==> src/hw/rtl/hffm_pkg.sv <==
// Shared types and constants of the header frame finder.
`default_nettype none

package hffm_pkg;

   // Field widths fixed by the transaction format
   localparam int BYTE_W = 8;
   localparam int OP_W   = 2;
   localparam int STAT_W = 3;
   localparam int LEN_W  = 9;
   localparam int BODY_W = 16;
   localparam int TOT_W  = 17;
   localparam int CMP_W  = TOT_W + 1;

   // Header bytes
   localparam logic [BYTE_W-1:0] HDR_FIX_0 = 8'hA5;
   localparam logic [BYTE_W-1:0] HDR_FIX_1 = 8'h5A;
   localparam logic [BYTE_W-1:0] HDR_SYNC  = 8'hAA;

   // Headed frame geometry
   localparam int HDR_MIN_SPAN = 13;
   localparam int HDR_OVERHEAD = 11;
   localparam int HDR_LAST_OFS = 9;
   localparam int WIN_LEN      = 9;

   // Fixed mode shortest frame
   localparam logic [LEN_W-1:0] MIN_FIX_LEN = 9'd2;

   // Register indexes
   localparam logic REG_MODE   = 1'b0;
   localparam logic REG_FIXLEN = 1'b1;

   typedef enum logic [OP_W-1:0] {
      OP_PUSH = 2'd0,
      OP_IDLE = 2'd1,
      OP_READ = 2'd2,
      OP_NOP  = 2'd3
   } opcode_type;

   typedef enum logic [STAT_W-1:0] {
      ST_STORED  = 3'd0,
      ST_DROPPED = 3'd1,
      ST_FOUND   = 3'd2,
      ST_NONE    = 3'd3,
      ST_READ    = 3'd4
   } status_type;

   typedef enum logic [1:0] {
      FSM_IDLE,
      FSM_SCAN,
      FSM_COPY,
      FSM_REPLY
   } fsm_type;

   typedef struct packed {
      logic             frame_mode;
      logic [LEN_W-1:0] fixed_frame_len;
   } cfg_type;

   typedef struct packed {
      opcode_type        opcode;
      logic [BYTE_W-1:0] rx_byte;
      logic [BYTE_W-1:0] read_index;
   } req_type;

   typedef struct packed {
      status_type        status;
      logic [LEN_W-1:0]  frame_length;
      logic              frame_held;
      logic [BYTE_W-1:0] read_data;
   } rsp_type;

endpackage

`default_nettype wire

==> src/hw/rtl/hffm_ram.sv <==
// Single-port-write, single-port-read synchronous byte memory with a registered read.
`default_nettype none

module hffm_ram #(
   parameter int DEPTH = 256
) (
   input  wire logic                         clock,
   input  wire logic                         we,
   input  wire logic [$clog2(DEPTH)-1:0]     waddr,
   input  wire logic [hffm_pkg::BYTE_W-1:0]  wdata,
   input  wire logic                         re,
   input  wire logic [$clog2(DEPTH)-1:0]     raddr,
   output      logic [hffm_pkg::BYTE_W-1:0]  rdata
);

   logic [hffm_pkg::BYTE_W-1:0] mem_ff [DEPTH];
   logic [hffm_pkg::BYTE_W-1:0] rdata_ff;

   // write port
   always_ff @(posedge clock) begin
      if (we) begin
         mem_ff[waddr] <= wdata;
      end
   end

   // registered read, held until the next read
   always_ff @(posedge clock) begin
      if (re) begin
         rdata_ff <= mem_ff[raddr];
      end
   end

   assign rdata = rdata_ff;

endmodule

`default_nettype wire

==> src/hw/rtl/hffm_seq.sv <==
// Sequencer: burst capture, frame search, frame copy and frame read-back.
`default_nettype none

module hffm_seq #(
   parameter int RX_DEPTH    = 256,
   parameter int FRAME_DEPTH = 256
) (
   input  wire logic                                 clock,
   input  wire logic                                 reset,
   input  wire hffm_pkg::cfg_type                    cfg,
   input  wire logic                                 in_valid,
   output      logic                                 in_ready,
   input  wire hffm_pkg::req_type                    req,
   input  wire logic                                 slot_free,
   output      logic                                 out_load,
   output      hffm_pkg::rsp_type                    out_rsp,
   // receive store
   output      logic                                 rx_we,
   output      logic [$clog2(RX_DEPTH)-1:0]          rx_waddr,
   output      logic [hffm_pkg::BYTE_W-1:0]          rx_wdata,
   output      logic                                 rx_re,
   output      logic [$clog2(RX_DEPTH)-1:0]          rx_raddr,
   input  wire logic [hffm_pkg::BYTE_W-1:0]          rx_rdata,
   // frame store
   output      logic                                 fr_we,
   output      logic [$clog2(FRAME_DEPTH)-1:0]       fr_waddr,
   output      logic [hffm_pkg::BYTE_W-1:0]          fr_wdata,
   output      logic                                 fr_re,
   output      logic [$clog2(FRAME_DEPTH)-1:0]       fr_raddr,
   input  wire logic [hffm_pkg::BYTE_W-1:0]          fr_rdata
);

   localparam int CntW  = $clog2(RX_DEPTH + 1);
   localparam int RxAw  = $clog2(RX_DEPTH);
   localparam int LenHW = $clog2(FRAME_DEPTH + 1);
   localparam int FrAw  = $clog2(FRAME_DEPTH);
   localparam int CmpW  = hffm_pkg::CMP_W;
   localparam int LenW  = hffm_pkg::LEN_W;
   localparam int ByteW = hffm_pkg::BYTE_W;
   localparam int WinN  = hffm_pkg::WIN_LEN;

   hffm_pkg::fsm_type    state_ff, state_in;
   logic [CntW-1:0]      rx_count_ff, rx_count_in;
   logic [LenHW-1:0]     held_len_ff, held_len_in;
   logic                 held_flag_ff, held_flag_in;
   logic [CntW-1:0]      iss_ff, iss_in;
   logic                 vld_ff, vld_in;
   logic [CntW-1:0]      pos_ff, pos_in;
   logic [ByteW-1:0]     win_ff [WinN];
   logic [ByteW-1:0]     win_in [WinN];
   logic [RxAw-1:0]      start_ff, start_in;
   logic [LenHW-1:0]     cap_len_ff, cap_len_in;
   logic [LenHW-1:0]     wr_ff, wr_in;
   hffm_pkg::status_type res_ff, res_in;
   logic                 rd_hit_ff, rd_hit_in;

   logic                 accept;
   logic [LenW-1:0]      len0;
   logic [CmpW-1:0]      len0_c, count_c, pos_c, total_c;
   logic [CmpW-1:0]      fix_start_c, hdr_start_c, found_start_c;
   logic                 fix_match, fix_fits, hdr_cand, hdr_fits;
   logic                 scan_found, scan_none, copy_done;

   assign accept = in_valid && in_ready;

   // ---------------------------------------------------------------
   // Candidate evaluation on the byte arriving from the receive store
   always_comb begin
      len0    = (cfg.fixed_frame_len < hffm_pkg::MIN_FIX_LEN) ?
                hffm_pkg::MIN_FIX_LEN : cfg.fixed_frame_len;
      len0_c  = CmpW'(len0);
      count_c = CmpW'(rx_count_ff);
      pos_c   = CmpW'(pos_ff);

      // fixed mode: A5 5A ending at this byte
      fix_start_c = pos_c - CmpW'(1);
      fix_match   = vld_ff && (pos_ff != '0) && (win_ff[0] == hffm_pkg::HDR_FIX_0)
                    && (rx_rdata == hffm_pkg::HDR_FIX_1);
      fix_fits    = (fix_start_c + len0_c) <= count_c;

      // headed mode: this byte is the length high byte of a candidate
      hdr_start_c = pos_c - CmpW'(hffm_pkg::HDR_LAST_OFS);
      total_c     = CmpW'({rx_rdata, win_ff[0]}) + CmpW'(hffm_pkg::HDR_OVERHEAD);
      hdr_cand    = vld_ff && (pos_c >= CmpW'(hffm_pkg::HDR_LAST_OFS))
                    && ((hdr_start_c + CmpW'(hffm_pkg::HDR_MIN_SPAN)) < count_c)
                    && (win_ff[8] == hffm_pkg::HDR_SYNC) && (win_ff[7] == hffm_pkg::HDR_SYNC)
                    && (win_ff[6] == hffm_pkg::HDR_SYNC) && (win_ff[5] == hffm_pkg::HDR_SYNC);
      hdr_fits    = ((count_c - hdr_start_c) >= total_c) && (total_c <= CmpW'(FRAME_DEPTH));

      if (cfg.frame_mode) begin
         scan_found    = hdr_cand && hdr_fits;
         scan_none     = !vld_ff && (iss_ff == rx_count_ff);
         found_start_c = hdr_start_c;
      end else begin
         scan_found    = fix_match && fix_fits && (len0_c <= CmpW'(FRAME_DEPTH));
         scan_none     = (len0_c > CmpW'(FRAME_DEPTH)) || (fix_match && !fix_fits)
                         || (!vld_ff && (iss_ff == rx_count_ff));
         found_start_c = fix_start_c;
      end

      copy_done = vld_ff && ((wr_ff + LenHW'(1)) == cap_len_ff);
   end

   // ---------------------------------------------------------------
   // Next state
   always_comb begin
      state_in = state_ff;
      case (state_ff)
         hffm_pkg::FSM_IDLE: begin
            if (accept) begin
               state_in = (req.opcode == hffm_pkg::OP_IDLE) ? hffm_pkg::FSM_SCAN
                                                             : hffm_pkg::FSM_REPLY;
            end
         end
         hffm_pkg::FSM_SCAN: begin
            if (scan_found) begin
               state_in = hffm_pkg::FSM_COPY;
            end else if (scan_none) begin
               state_in = hffm_pkg::FSM_REPLY;
            end
         end
         hffm_pkg::FSM_COPY: begin
            if (copy_done) begin
               state_in = hffm_pkg::FSM_REPLY;
            end
         end
         hffm_pkg::FSM_REPLY: begin
            if (slot_free) begin
               state_in = hffm_pkg::FSM_IDLE;
            end
         end
         default: state_in = hffm_pkg::FSM_IDLE;
      endcase
   end

   // ---------------------------------------------------------------
   // Datapath and memory port control
   always_comb begin
      rx_count_in  = rx_count_ff;
      held_len_in  = held_len_ff;
      held_flag_in = held_flag_ff;
      iss_in       = iss_ff;
      vld_in       = 1'b0;
      pos_in       = pos_ff;
      win_in       = win_ff;
      start_in     = start_ff;
      cap_len_in   = cap_len_ff;
      wr_in        = wr_ff;
      res_in       = res_ff;
      rd_hit_in    = rd_hit_ff;

      in_ready = (state_ff == hffm_pkg::FSM_IDLE);
      out_load = 1'b0;
      out_rsp.status       = res_ff;
      out_rsp.frame_length = LenW'(held_len_ff);
      out_rsp.frame_held   = held_flag_ff;
      out_rsp.read_data    = rd_hit_ff ? fr_rdata : '0;

      rx_we    = 1'b0;
      rx_waddr = rx_count_ff[RxAw-1:0];
      rx_wdata = req.rx_byte;
      rx_re    = 1'b0;
      rx_raddr = iss_ff[RxAw-1:0];
      fr_we    = 1'b0;
      fr_waddr = wr_ff[FrAw-1:0];
      fr_wdata = rx_rdata;
      fr_re    = 1'b0;
      fr_raddr = FrAw'(req.read_index);

      case (state_ff)
         hffm_pkg::FSM_IDLE: begin
            if (accept) begin
               rd_hit_in = 1'b0;
               res_in    = hffm_pkg::ST_READ;
               case (req.opcode)
                  hffm_pkg::OP_PUSH: begin
                     if (rx_count_ff < CntW'(RX_DEPTH)) begin
                        rx_we       = 1'b1;
                        rx_count_in = rx_count_ff + CntW'(1);
                        res_in      = hffm_pkg::ST_STORED;
                     end else begin
                        res_in = hffm_pkg::ST_DROPPED;
                     end
                  end
                  hffm_pkg::OP_IDLE: begin
                     iss_in = '0;
                     pos_in = '0;
                  end
                  hffm_pkg::OP_READ: begin
                     fr_re     = 1'b1;
                     rd_hit_in = (CmpW'(req.read_index) < CmpW'(held_len_ff))
                                 && (CmpW'(req.read_index) < CmpW'(FRAME_DEPTH));
                  end
                  default: ;
               endcase
            end
         end

         hffm_pkg::FSM_SCAN: begin
            // shift the arriving byte into the window
            if (vld_ff) begin
               win_in[0] = rx_rdata;
               for (int k = 1; k < WinN; k++) begin
                  win_in[k] = win_ff[k-1];
               end
            end
            if (scan_found) begin
               start_in   = RxAw'(found_start_c);
               cap_len_in = cfg.frame_mode ? LenHW'(total_c) : LenHW'(len0_c);
               iss_in     = '0;
               wr_in      = '0;
            end else if (scan_none) begin
               res_in      = hffm_pkg::ST_NONE;
               rd_hit_in   = 1'b0;
               rx_count_in = '0;
            end else if (iss_ff < rx_count_ff) begin
               rx_re  = 1'b1;
               iss_in = iss_ff + CntW'(1);
               vld_in = 1'b1;
               pos_in = iss_ff;
            end
         end

         hffm_pkg::FSM_COPY: begin
            rx_raddr = RxAw'(CmpW'(start_ff) + CmpW'(iss_ff));
            if (CmpW'(iss_ff) < CmpW'(cap_len_ff)) begin
               rx_re  = 1'b1;
               iss_in = iss_ff + CntW'(1);
               vld_in = 1'b1;
            end
            if (vld_ff) begin
               fr_we = 1'b1;
               wr_in = wr_ff + LenHW'(1);
            end
            if (copy_done) begin
               vld_in       = 1'b0;
               held_len_in  = cap_len_ff;
               held_flag_in = 1'b1;
               res_in       = hffm_pkg::ST_FOUND;
               rd_hit_in    = 1'b0;
               rx_count_in  = '0;
            end
         end

         hffm_pkg::FSM_REPLY: begin
            out_load = slot_free;
         end

         default: ;
      endcase
   end

   // ---------------------------------------------------------------
   // Control registers
   always_ff @(posedge clock) begin
      if (reset) begin
         state_ff     <= hffm_pkg::FSM_IDLE;
         rx_count_ff  <= '0;
         held_len_ff  <= '0;
         held_flag_ff <= 1'b0;
         vld_ff       <= 1'b0;
         rd_hit_ff    <= 1'b0;
      end else begin
         state_ff     <= state_in;
         rx_count_ff  <= rx_count_in;
         held_len_ff  <= held_len_in;
         held_flag_ff <= held_flag_in;
         vld_ff       <= vld_in;
         rd_hit_ff    <= rd_hit_in;
      end
   end

   // Working registers
   always_ff @(posedge clock) begin
      iss_ff     <= iss_in;
      pos_ff     <= pos_in;
      win_ff     <= win_in;
      start_ff   <= start_in;
      cap_len_ff <= cap_len_in;
      wr_ff      <= wr_in;
      res_ff     <= res_in;
   end

   // ---------------------------------------------------------------
   // Checks
   a_held_sticky: assert property (@(posedge clock) disable iff (reset)
      held_flag_ff |=> held_flag_ff)
      else $error("frame held flag dropped");

   a_count_bound: assert property (@(posedge clock) disable iff (reset)
      rx_count_ff <= CntW'(RX_DEPTH))
      else $error("receive count beyond store depth");

   a_copy_bound: assert property (@(posedge clock) disable iff (reset)
      fr_we |-> (CmpW'(wr_ff) < CmpW'(cap_len_ff)))
      else $error("frame copy wrote past frame length");

   a_one_item: assert property (@(posedge clock) disable iff (reset)
      (in_valid && in_ready) |=> !in_ready)
      else $error("second transaction taken while one is in progress");

endmodule

`default_nettype wire

==> src/hw/rtl/header_frame_finder_two_mode_unit.sv <==
// Header frame finder: request and response channels, register port and stores.
//
// Request channel (req_): one transaction per operation. req_tuser carries the
// opcode (push received byte, end of burst, read frame byte), req_tdata the
// received byte and the frame read index. Every request gives one response on
// rsp_ with a status in rsp_tuser and the held frame length, held flag and
// read data in rsp_tdata.
// Push, read and unused opcodes pass through the reply state and the output
// register to rsp_tvalid. End of burst walks the receive store one byte a
// cycle through its single read port to search it, then copies a found frame
// into the frame store before its response.
// Only one transaction is in progress at a time: req_tready is high while the
// sequencer is idle. The response sits in an output register; if the receiver
// stalls, the sequencer holds its finished result and takes no new request
// until the register frees.
// Reset clears the burst count, held length and held flag and sets mode 0 with
// a frame length of 8; the stores themselves are not cleared. Registers are
// written through the APB-style port; the user must write them only while no
// transaction is in progress, as the block itself does not enforce this.
`default_nettype none

module header_frame_finder_two_mode_unit #(
   parameter int RX_DEPTH    = 256,
   parameter int FRAME_DEPTH = 256
) (
   input  wire logic        clock,
   input  wire logic        reset,
   // request channel
   input  wire logic        req_tvalid,
   output      logic        req_tready,
   input  wire logic [15:0] req_tdata,   // [7:0] rx_byte, [15:8] read_index
   input  wire logic [1:0]  req_tuser,   // [1:0] opcode
   // response channel
   output      logic        rsp_tvalid,
   input  wire logic        rsp_tready,
   output      logic [23:0] rsp_tdata,   // [8:0] frame_length, [9] frame_held,
                                         // [17:10] read_data, [23:18] zero
   output      logic [2:0]  rsp_tuser,   // [2:0] status
   // register port
   input  wire logic        csr_psel,
   input  wire logic        csr_penable,
   input  wire logic        csr_pwrite,
   input  wire logic [2:0]  csr_paddr,
   input  wire logic [31:0] csr_pwdata,
   output      logic [31:0] csr_prdata,
   output      logic        csr_pready
);

   localparam int RxAw  = $clog2(RX_DEPTH);
   localparam int FrAw  = $clog2(FRAME_DEPTH);
   localparam int ByteW = hffm_pkg::BYTE_W;
   localparam int LenW  = hffm_pkg::LEN_W;

   logic                 mode_ff, mode_in;
   logic [LenW-1:0]      fixlen_ff, fixlen_in;
   logic                 out_valid_ff, out_valid_in;
   hffm_pkg::rsp_type    out_rsp_ff, out_rsp_in;

   hffm_pkg::cfg_type    cfg;
   hffm_pkg::req_type    req;
   hffm_pkg::rsp_type    seq_rsp;
   logic                 seq_load;
   logic                 slot_free;
   logic                 csr_wr;

   logic                 rx_we, rx_re, fr_we, fr_re;
   logic [RxAw-1:0]      rx_waddr, rx_raddr;
   logic [FrAw-1:0]      fr_waddr, fr_raddr;
   logic [ByteW-1:0]     rx_wdata, rx_rdata, fr_wdata, fr_rdata;

   // register port
   assign csr_pready = 1'b1;
   assign csr_wr     = csr_psel && csr_penable && csr_pwrite && csr_pready;

   always_comb begin
      mode_in   = mode_ff;
      fixlen_in = fixlen_ff;
      if (csr_wr) begin
         if (csr_paddr[2] == hffm_pkg::REG_MODE) begin
            mode_in = csr_pwdata[0];
         end else begin
            fixlen_in = csr_pwdata[LenW-1:0];
         end
      end
   end

   always_comb begin
      if (csr_paddr[2] == hffm_pkg::REG_FIXLEN) begin
         csr_prdata = 32'(fixlen_ff);
      end else begin
         csr_prdata = 32'(mode_ff);
      end
   end

   assign cfg.frame_mode      = mode_ff;
   assign cfg.fixed_frame_len = fixlen_ff;

   // request unpacking
   assign req.opcode     = hffm_pkg::opcode_type'(req_tuser);
   assign req.rx_byte    = req_tdata[7:0];
   assign req.read_index = req_tdata[15:8];

   // output register
   assign slot_free = !out_valid_ff || rsp_tready;

   always_comb begin
      out_valid_in = out_valid_ff;
      out_rsp_in   = out_rsp_ff;
      if (seq_load) begin
         out_valid_in = 1'b1;
         out_rsp_in   = seq_rsp;
      end else if (rsp_tready) begin
         out_valid_in = 1'b0;
      end
   end

   always_ff @(posedge clock) begin
      if (reset) begin
         mode_ff      <= 1'b0;
         fixlen_ff    <= 9'd8;
         out_valid_ff <= 1'b0;
      end else begin
         mode_ff      <= mode_in;
         fixlen_ff    <= fixlen_in;
         out_valid_ff <= out_valid_in;
      end
   end

   always_ff @(posedge clock) begin
      out_rsp_ff <= out_rsp_in;
   end

   assign rsp_tvalid = out_valid_ff;
   assign rsp_tuser  = out_rsp_ff.status;
   assign rsp_tdata  = {6'b0, out_rsp_ff.read_data, out_rsp_ff.frame_held,
                        out_rsp_ff.frame_length};

   // sequencer
   hffm_seq #(
      .RX_DEPTH    (RX_DEPTH),
      .FRAME_DEPTH (FRAME_DEPTH)
   ) u_seq (
      .clock     (clock),
      .reset     (reset),
      .cfg       (cfg),
      .in_valid  (req_tvalid),
      .in_ready  (req_tready),
      .req       (req),
      .slot_free (slot_free),
      .out_load  (seq_load),
      .out_rsp   (seq_rsp),
      .rx_we     (rx_we),
      .rx_waddr  (rx_waddr),
      .rx_wdata  (rx_wdata),
      .rx_re     (rx_re),
      .rx_raddr  (rx_raddr),
      .rx_rdata  (rx_rdata),
      .fr_we     (fr_we),
      .fr_waddr  (fr_waddr),
      .fr_wdata  (fr_wdata),
      .fr_re     (fr_re),
      .fr_raddr  (fr_raddr),
      .fr_rdata  (fr_rdata)
   );

   // receive store
   hffm_ram #(
      .DEPTH (RX_DEPTH)
   ) u_rx_store (
      .clock (clock),
      .we    (rx_we),
      .waddr (rx_waddr),
      .wdata (rx_wdata),
      .re    (rx_re),
      .raddr (rx_raddr),
      .rdata (rx_rdata)
   );

   // frame store
   hffm_ram #(
      .DEPTH (FRAME_DEPTH)
   ) u_frame_store (
      .clock (clock),
      .we    (fr_we),
      .waddr (fr_waddr),
      .wdata (fr_wdata),
      .re    (fr_re),
      .raddr (fr_raddr),
      .rdata (fr_rdata)
   );

endmodule

`default_nettype wire
==> config.mk <==
export PLATFORM = sky130hd
export DESIGN_NAME = header_frame_finder_two_mode_unit
export DESIGN_NICKNAME = d
export VERILOG_FILES = /design/src/hw/rtl/hffm_pkg.sv /design/src/hw/rtl/hffm_ram.sv /design/src/hw/rtl/hffm_seq.sv /design/src/hw/rtl/header_frame_finder_two_mode_unit.sv
export SDC_FILE = /design/constraint.sdc
export NUM_CORES = 2
export LEC_CHECK = 0
export BUFFER_PORTS_ARGS = -buffer_cell sky130_fd_sc_hd__buf_2
export CORE_UTILIZATION = 45
export DETAILED_ROUTE_END_ITERATION = 7
export RECOVER_POWER = 100
export SLEW_MARGIN = 20
export SYNTH_ARGS = -nofsm -noshare
export SYNTH_HDL_FRONTEND = slang
export SYNTH_SLANG_ARGS = --single-unit
==> constraint.sdc <==
create_clock -name clock -period 8.8 [get_ports clock]
set_clock_uncertainty 0.05 [all_clocks]
set_input_delay 0 -clock clock [delete_from_list [all_inputs] [get_ports clock]]
set_output_delay 0 -clock clock [all_outputs]
set_load 0.03 [all_outputs]
; After elaboration in Yosys (flattened, before gate mapping)
; Memory sizes are Yosys's and may differ from the RTL's. A register that Yosys moved wholly into a read port is not among the register bits.
; Index checks and enable logic that the tools add are counted.
[totals]
ff_bits = 174
ramBits = 4096
output_inout_bits = 62
memories = 2
[mem_list]
columns = memory, words, word_bits, read_ports, rd_clocked_by_memory_dff, write_ports, line_no
row1 = u_frame_store.mem_ff, 256, 8, 1, 1, 1, hffm_ram.sv:16  ; logic [hffm_pkg::BYTE_W-1:0] mem_ff [DEPTH];
row2 = u_rx_store.mem_ff, 256, 8, 1, 1, 1, hffm_ram.sv:16
[op_classes]
addsub = 10
magnitude_cmp = 12
eq_ne = 29
n_mux = 71
bitwise_logic = 1
n_reduce_logical = 43
[ops]
columns = op, count
row1 = $mux 9, 20
row2 = $pmux 9 s3, 2
row3 = $eq 8x8->1 const B, 5
row4 = $pmux 9 s2, 2
row5 = $mux 1, 29
row6 = $add 9x1->9 const B, 3
row7 = $logic_and 1x1->1, 19
row8 = $add 18x4->18 const B, 1
row9 = $add 18x9->18, 1
row10 = $eq 9x9->1, 2
row11 = $ge 18x18->1, 1
row12 = $le 18x9->1, 1
row13 = $le 18x9->1 const B, 1
row14 = $lt 18x9->1, 1
row15 = $lt 9x9->1, 2
row16 = $sub 9x18->18, 1
row17 = $add 16x4->17 const B, 1
row18 = $mux 8, 2
row19 = $mux 3, 5
row20 = $ne 2x1->1 const B, 7
row21 = $mux 2, 6
row22 = $ne 2x2->1 const B, 6
row23 = $reduce_and 6->1, 2
row24 = $reduce_and 2->1, 5
row25 = other kinds (29), 41

; Logic depth before layout (Yosys ltp)
[depth]
depth_word = 12
depth_mapped = 27
ltp_nobuf = 25

; Hierarchy
; A second synthesis with hierarchy kept.
[unflattened]
cells_unflattened = 8551
area_unflattened_um2 = 170642.4
[modules_own_cells]
columns = module, n_inst, cells_per_inst, area_per_inst_um2, seq_area_each_um2
row1 = hffm_ram, 2, 3733, 79636.4, 61739.2
row2 = hffm_seq, 1, 974, 9937.0, 4033.9
row3 = header_frame_finder_two_mode_unit, 1, 111, 1432.6, 850.8

; Worst setup path after synthesis
; OpenSTA, ideal clock, no wires.
[synth_timing]
kind = reg-to-reg
from = reg u_rx_store.rdata_ff (netlist bit u_rx_store.rdata[0]) (read register of u_rx_store.mem_ff)
to = reg u_seq.iss_ff[0] (enable)
setup_time_ns = 0.387
t_arrival_ns = 7.060
required_time_ns = 8.363
setup_slack_ns = 1.303
stages_incl_launch_ff = 14
path_buffers = 0
synth_period_minus_slack_ns = 7.497
path_cell_list = edfxtp_1 and4_1 nand3_1 or3_1 xor2_1 ha_1 and4_1 nand3_1 a21oi_1 nand2_1 o311ai_0 a211oi_2 and2b_1 a2111oi_2
[synth_between]
elab_chain_len = 8
word_cells_on_any_way = 17
[synth_rtl]
columns = item, line_no
row1 = start: declaration, hffm_ram.sv:17  ; logic [hffm_pkg::BYTE_W-1:0] rdata_ff;
row2 = "parallel branches: the longest is 7 deep, another holds $ge 18x18->1", n/a
row3 = $reduce_and 6->1 (no source line) *, n/a
row4 = end signal: assignment, hffm_seq.sv:275  ; iss_ff <= iss_in;
row5 = end: declaration, hffm_seq.sv:46  ; logic [CntW-1:0] iss_ff, iss_in;
; Mark *: on every way between the ends.
; A chain may end at the register's enable or synchronous reset.

; Final worst setup path
[layout_timing]
from = reg u_rx_store.rdata_ff (netlist bit u_rx_store.rdata[0]) (read register of u_rx_store.mem_ff)
to = reg u_seq.start_ff[1] (enable)
[layout_between]
elab_chain_len = 6
word_cells_on_any_way = 11
[layout_rtl]
columns = item, line_no
row1 = $add 16x4->17 or $eq 8x7->1 (tied branches), "hffm_seq.sv:83, hffm_seq.sv:78"
row2 = "$ge 18x18->1, or another cell as far along", hffm_seq.sv:88  ; hdr_fits = ((count_c - hdr_start_c) >= total_c) && (total_c <= CmpW'(FRAME_DEPTH));
row3 = $logic_and 1x1->1 (on tied branches), "hffm_seq.sv:88, hffm_seq.sv:95"
row4 = $logic_and 1x1->1 (on tied branches), "hffm_seq.sv:91, hffm_seq.sv:95"
row5 = $mux 1 *, hffm_seq.sv:90  ; if (cfg.frame_mode) begin
row6 = $reduce_and 2->1 (no source line) *, n/a
row7 = end signal: assignment, hffm_seq.sv:278  ; start_ff <= start_in;
row8 = end: declaration, hffm_seq.sv:51  ; logic [RxAw-1:0] start_ff, start_in;
; Mark *: on every way between the ends. The rest lies on a longest branch, timed or not.

==> reports/qor.txt <==
TritonCTS buffer count = 421
Hold Startpoint = csr_penable
number of global-route vias before repair = 82.3k
Slew @ Worst Pin = 6.52 ns
# setup viols final = 0
largest net degree at the start of global routing = 214
Slew HR = -3.35
number of setup buffers added after CTS = 0
Starting Density = 0.453
Residual DRC = 0
WHS Path Cells = 5
Combinational Power Share = 0.264
required time worst endpoint = 9.27 ns
Min Hold Slack = 0.137 ns
CTS tree = done
Hold-fix buffers, CTS = 63
Leak = 0.0580 uW
via count = 80.8k
fin. max-slew vios = 3581
MaxCap Viol Count = 55
core area = 373000 sq um
worst min-delay path class = input port to register
worst vdd ir = 0.303 mV
worst reg2reg startpoint = u_rx_store.rdata[0]
switching share of power = 0.306
clock latency on the worst-skew pair = 0.91 ns
startpoint types = register
chip height = 615 microns
Critical Path Max Stage Delay = 2.67 ns
vias per inst = 5.98
ys async rst share = 0
pre-CTS setup slack = 2.08 ns
GRT Resource Usage Total = 0.216
DRT antenna net count = 0
Worst Path Max Fanout = 65
Setup TNS = 0 ns
Slowest-stage cell, CP = clkbuf_1
input/output buffers = 66
Max Fclk = 0.129 GHz
Pint = 38900 uW
Syn Area/Cell = 21.2 sq um
width of the die = 615 microns
RSZ-0062 raised after global routing = false
top_reg_cell synth = edfxtp_1
CP top delay family = buffers and inverters
Seq/Total Area, Yosys = 0.759
cts repair resizes = 0
drt wl/cell = 30.5 microns
period utilization = 0.880
clk buf depth = 4
Crit Path Category = register to register
failing checks = max-capacitance violations, max-slew violations
Final Hold Fails = 0
# fillers = 29.3k
Clock Sinks = 4286
Core Util, Final = 0.506
part of the power in registers = 0.424
WP depth = 16
number of synthesized register bits = 4286
root buffer cell = clkbuf_16
pwr dens = 297 nW/um^2
worst path bufs/invs = 2
Synth Instances = 7960
Clk pwr share = 0.312
hold path endpoint = mode_ff
Cell variety after synth = 81
CP Capture Type = register
EDFF count, synth = 4252
total gr overflow = 0
status = finished with violations
fraction of layout instances using a drive strength above 1 = 0.226
# placed instances = 12.7k
Reg clk slew, reported paths = 0.06 ns
worst reg2reg path depth = 16
R2R Setup Slk = 1.05 ns
num rows = 224
GPL Wtd Cong = 0.874
first-pass GRT wire length = 596000 microns
Die Area = 378000 sq um
Tmin final = 7.75 ns
initial antenna violation count = 13
Synth Cell Area = 169000 sq um
CP Launch Point = u_rx_store.rdata[0]
DRT Pass-1 Iters = 6
Iteration-0 DRC Markers = 8625
crit path DAT = 8.22 ns
Syn. warnings = 0
CTS H-tree depth = 5
switching power total = 17100 uW
Area growth syn-to-layout = 11.6%
# IOs = 122
hpwl dp = 244000 microns
Final WS setup = 1.05 ns
final cell count without fillers = 13.5k
worst-path cell chain = clkbuf_1, and4_1, nand3_1, or3_1, xor2_1, ha_1, and4_1, nand3_1, a21oi_1, nand2_1, o311ai_0, nand2_1, a211oi_1, a31oi_1, nor2_1, clkbuf_1
Nets = 8353
RR Endpoint = u_seq.start_ff[1]
drt total wl = 412000 microns
## worst register-to-register path: stages, from the launching register on
cell and delay, ns:
edfxtp_1 0.33, clkbuf_1 2.67, and4_1 0.70, nand3_1 0.19, or3_1 0.48, xor2_1 0.18, ha_1 0.34, and4_1 0.25
nand3_1 0.11, a21oi_1 0.13, nand2_1 0.08, o311ai_0 0.23, nand2_1 0.12, a211oi_1 0.25, a31oi_1 0.08, nor2_1 0.58
clkbuf_1 0.61
## cells by family (layout without fill, tap and decap cells)
group	count (synthesis)	in the layout	synth area share
DFF	4286	4286	0.759
buffers and inverters	544	1088	0.0139
muxes	1287	1287	0.165
other	2	34	0.0000444
and+or+nand+nor	1180	1180	0.0302
AOI/OAI and AO/OA	482	482	0.0201
adders and majority gates	106	106	0.00798
xor gates and xnor gates	73	73	0.00411
## state kept, by name (all words and copies together) (netlist names)
signal	count
u_seq.rd_hit_ff	1
u_seq.state_ff	2
mode_ff	1
rsp_tuser	3
u_frame_store.mem_ff	2048
u_rx_store.rdata	8
u_seq.iss_ff	9
u_seq.wr_ff	9
u_seq.held_flag_ff	1
u_seq.cap_len_ff	9
u_frame_store.rdata	8
u_seq.rx_count_ff	9
u_seq.held_len_ff	9
rsp_tdata	18
u_rx_store.mem_ff	2048
u_seq.win_ff	72
fixlen_ff	9
u_seq.res_ff	3
u_seq.pos_ff	9
rsp_tvalid	1
u_seq.vld_ff	1
u_seq.start_ff	8
## cell usage in the layout, fill, tap and decap left out, types with 19 or more instances in the layout
cell type,count
nor2_1,612
bufinv_16,36
xnor2_1,35
clkinv_1,97
nor3_1,33
buf_2,22
and3_1,20
clkbuf_16,428
o21ai_0,33
clkbuf_1,176
a22oi_1,121
nand2_1,265
buf_12,22
conb_1,30
ha_1,103
inv_1,58
nand3_1,90
dlygate4sd3_1,63
buf_4,55
a21oi_1,104
clkinv_2,84
nand4_1,20
dfxtp_1,34
edfxtp_1,4252
xor2_1,33
mux2i_1,82
mux4_2,1196
a211oi_1,26
a21o_1,19
## layer usage
layer	GRT usage	part of all wire	wire (microns)
met5	0	0.00010	43
met4	0.0692	0.035	14500
met2	0.356	0.50	204000
met3	0.0305	0.062	25700
met1	0.298	0.41	167000
## per-stage QoR
stage / total power [uW] / area (sq um)
global route: 57900 / 189000
CTS: 56300 / 189000
detailed placement: 38900 / 175000
finish: 56100 / 189000
global placement: 38700 / 175000
floorplan: 33500 / 169000
## synthesized netlist by cell type (16+ instances only)
library cell / count / area share
edfxtp_1: 4252 / 0.75
a31oi_1: 19 / 0.00070
nor2b_1: 18 / 0.00067
o21a_1: 16 / 0.00071
clkbuf_1: 266 / 0.0059
buf_4: 41 / 0.0018
buf_2: 118 / 0.0035
inv_1: 58 / 0.0013
xnor2_1: 35 / 0.0018
ha_1: 103 / 0.0076
and3_1: 20 / 0.00074
a22oi_1: 121 / 0.0054
xor2_1: 34 / 0.0018
a21o_1: 20 / 0.00089
a211oi_1: 26 / 0.0012
a21oi_1: 106 / 0.0031
and2_1: 29 / 0.0011
buf_1: 59 / 0.0013
nand3_1: 94 / 0.0028
o21ai_0: 32 / 0.00095
nand4_1: 20 / 0.00074
o211ai_1: 16 / 0.00071
mux4_2: 1196 / 0.16
nor3_1: 33 / 0.00098
mux2i_1: 83 / 0.0049
nand2_1: 268 / 0.0059
nor2_1: 617 / 0.014
dfxtp_1: 34 / 0.0040
## worst max path at each step
| stage | end |
|---|---|
| 3_3_place_gp | u_seq.pos_ff[1] |
| 3_5_place_dp | u_seq.pos_ff[0] |
| 4_1_cts | u_seq.pos_ff[3] |
| 6_report | u_seq.start_ff[1] |
| 5_1_grt | u_seq.start_ff[1] |
| 2_1_floorplan | u_seq.iss_ff[0] |
## power by group through the flow
stage,clock (uW),sequential [uW],combinational (uW)
2_1_floorplan,0,24500,9000
3_3_place_gp,0,24100,14700
3_5_place_dp,0,24100,14800
4_1_cts,17800,23600,14900
5_1_grt,18500,23800,15600
6_report,17500,23800,14800
## area by class of cell
class                   instances  area (sq um)  area share
well taps                    4972          6220      0.0330
clock buffers                 518         11100      0.0586
flip-flops and latches       4286        128000       0.680
multi-input cells            3158         38700       0.205
diodes                          4          10.0   0.0000530
inverters                      58           218     0.00115
clock inverters               250          2190      0.0116
repair buffers                262          2050      0.0109
(Power assumes the default switching activity.)
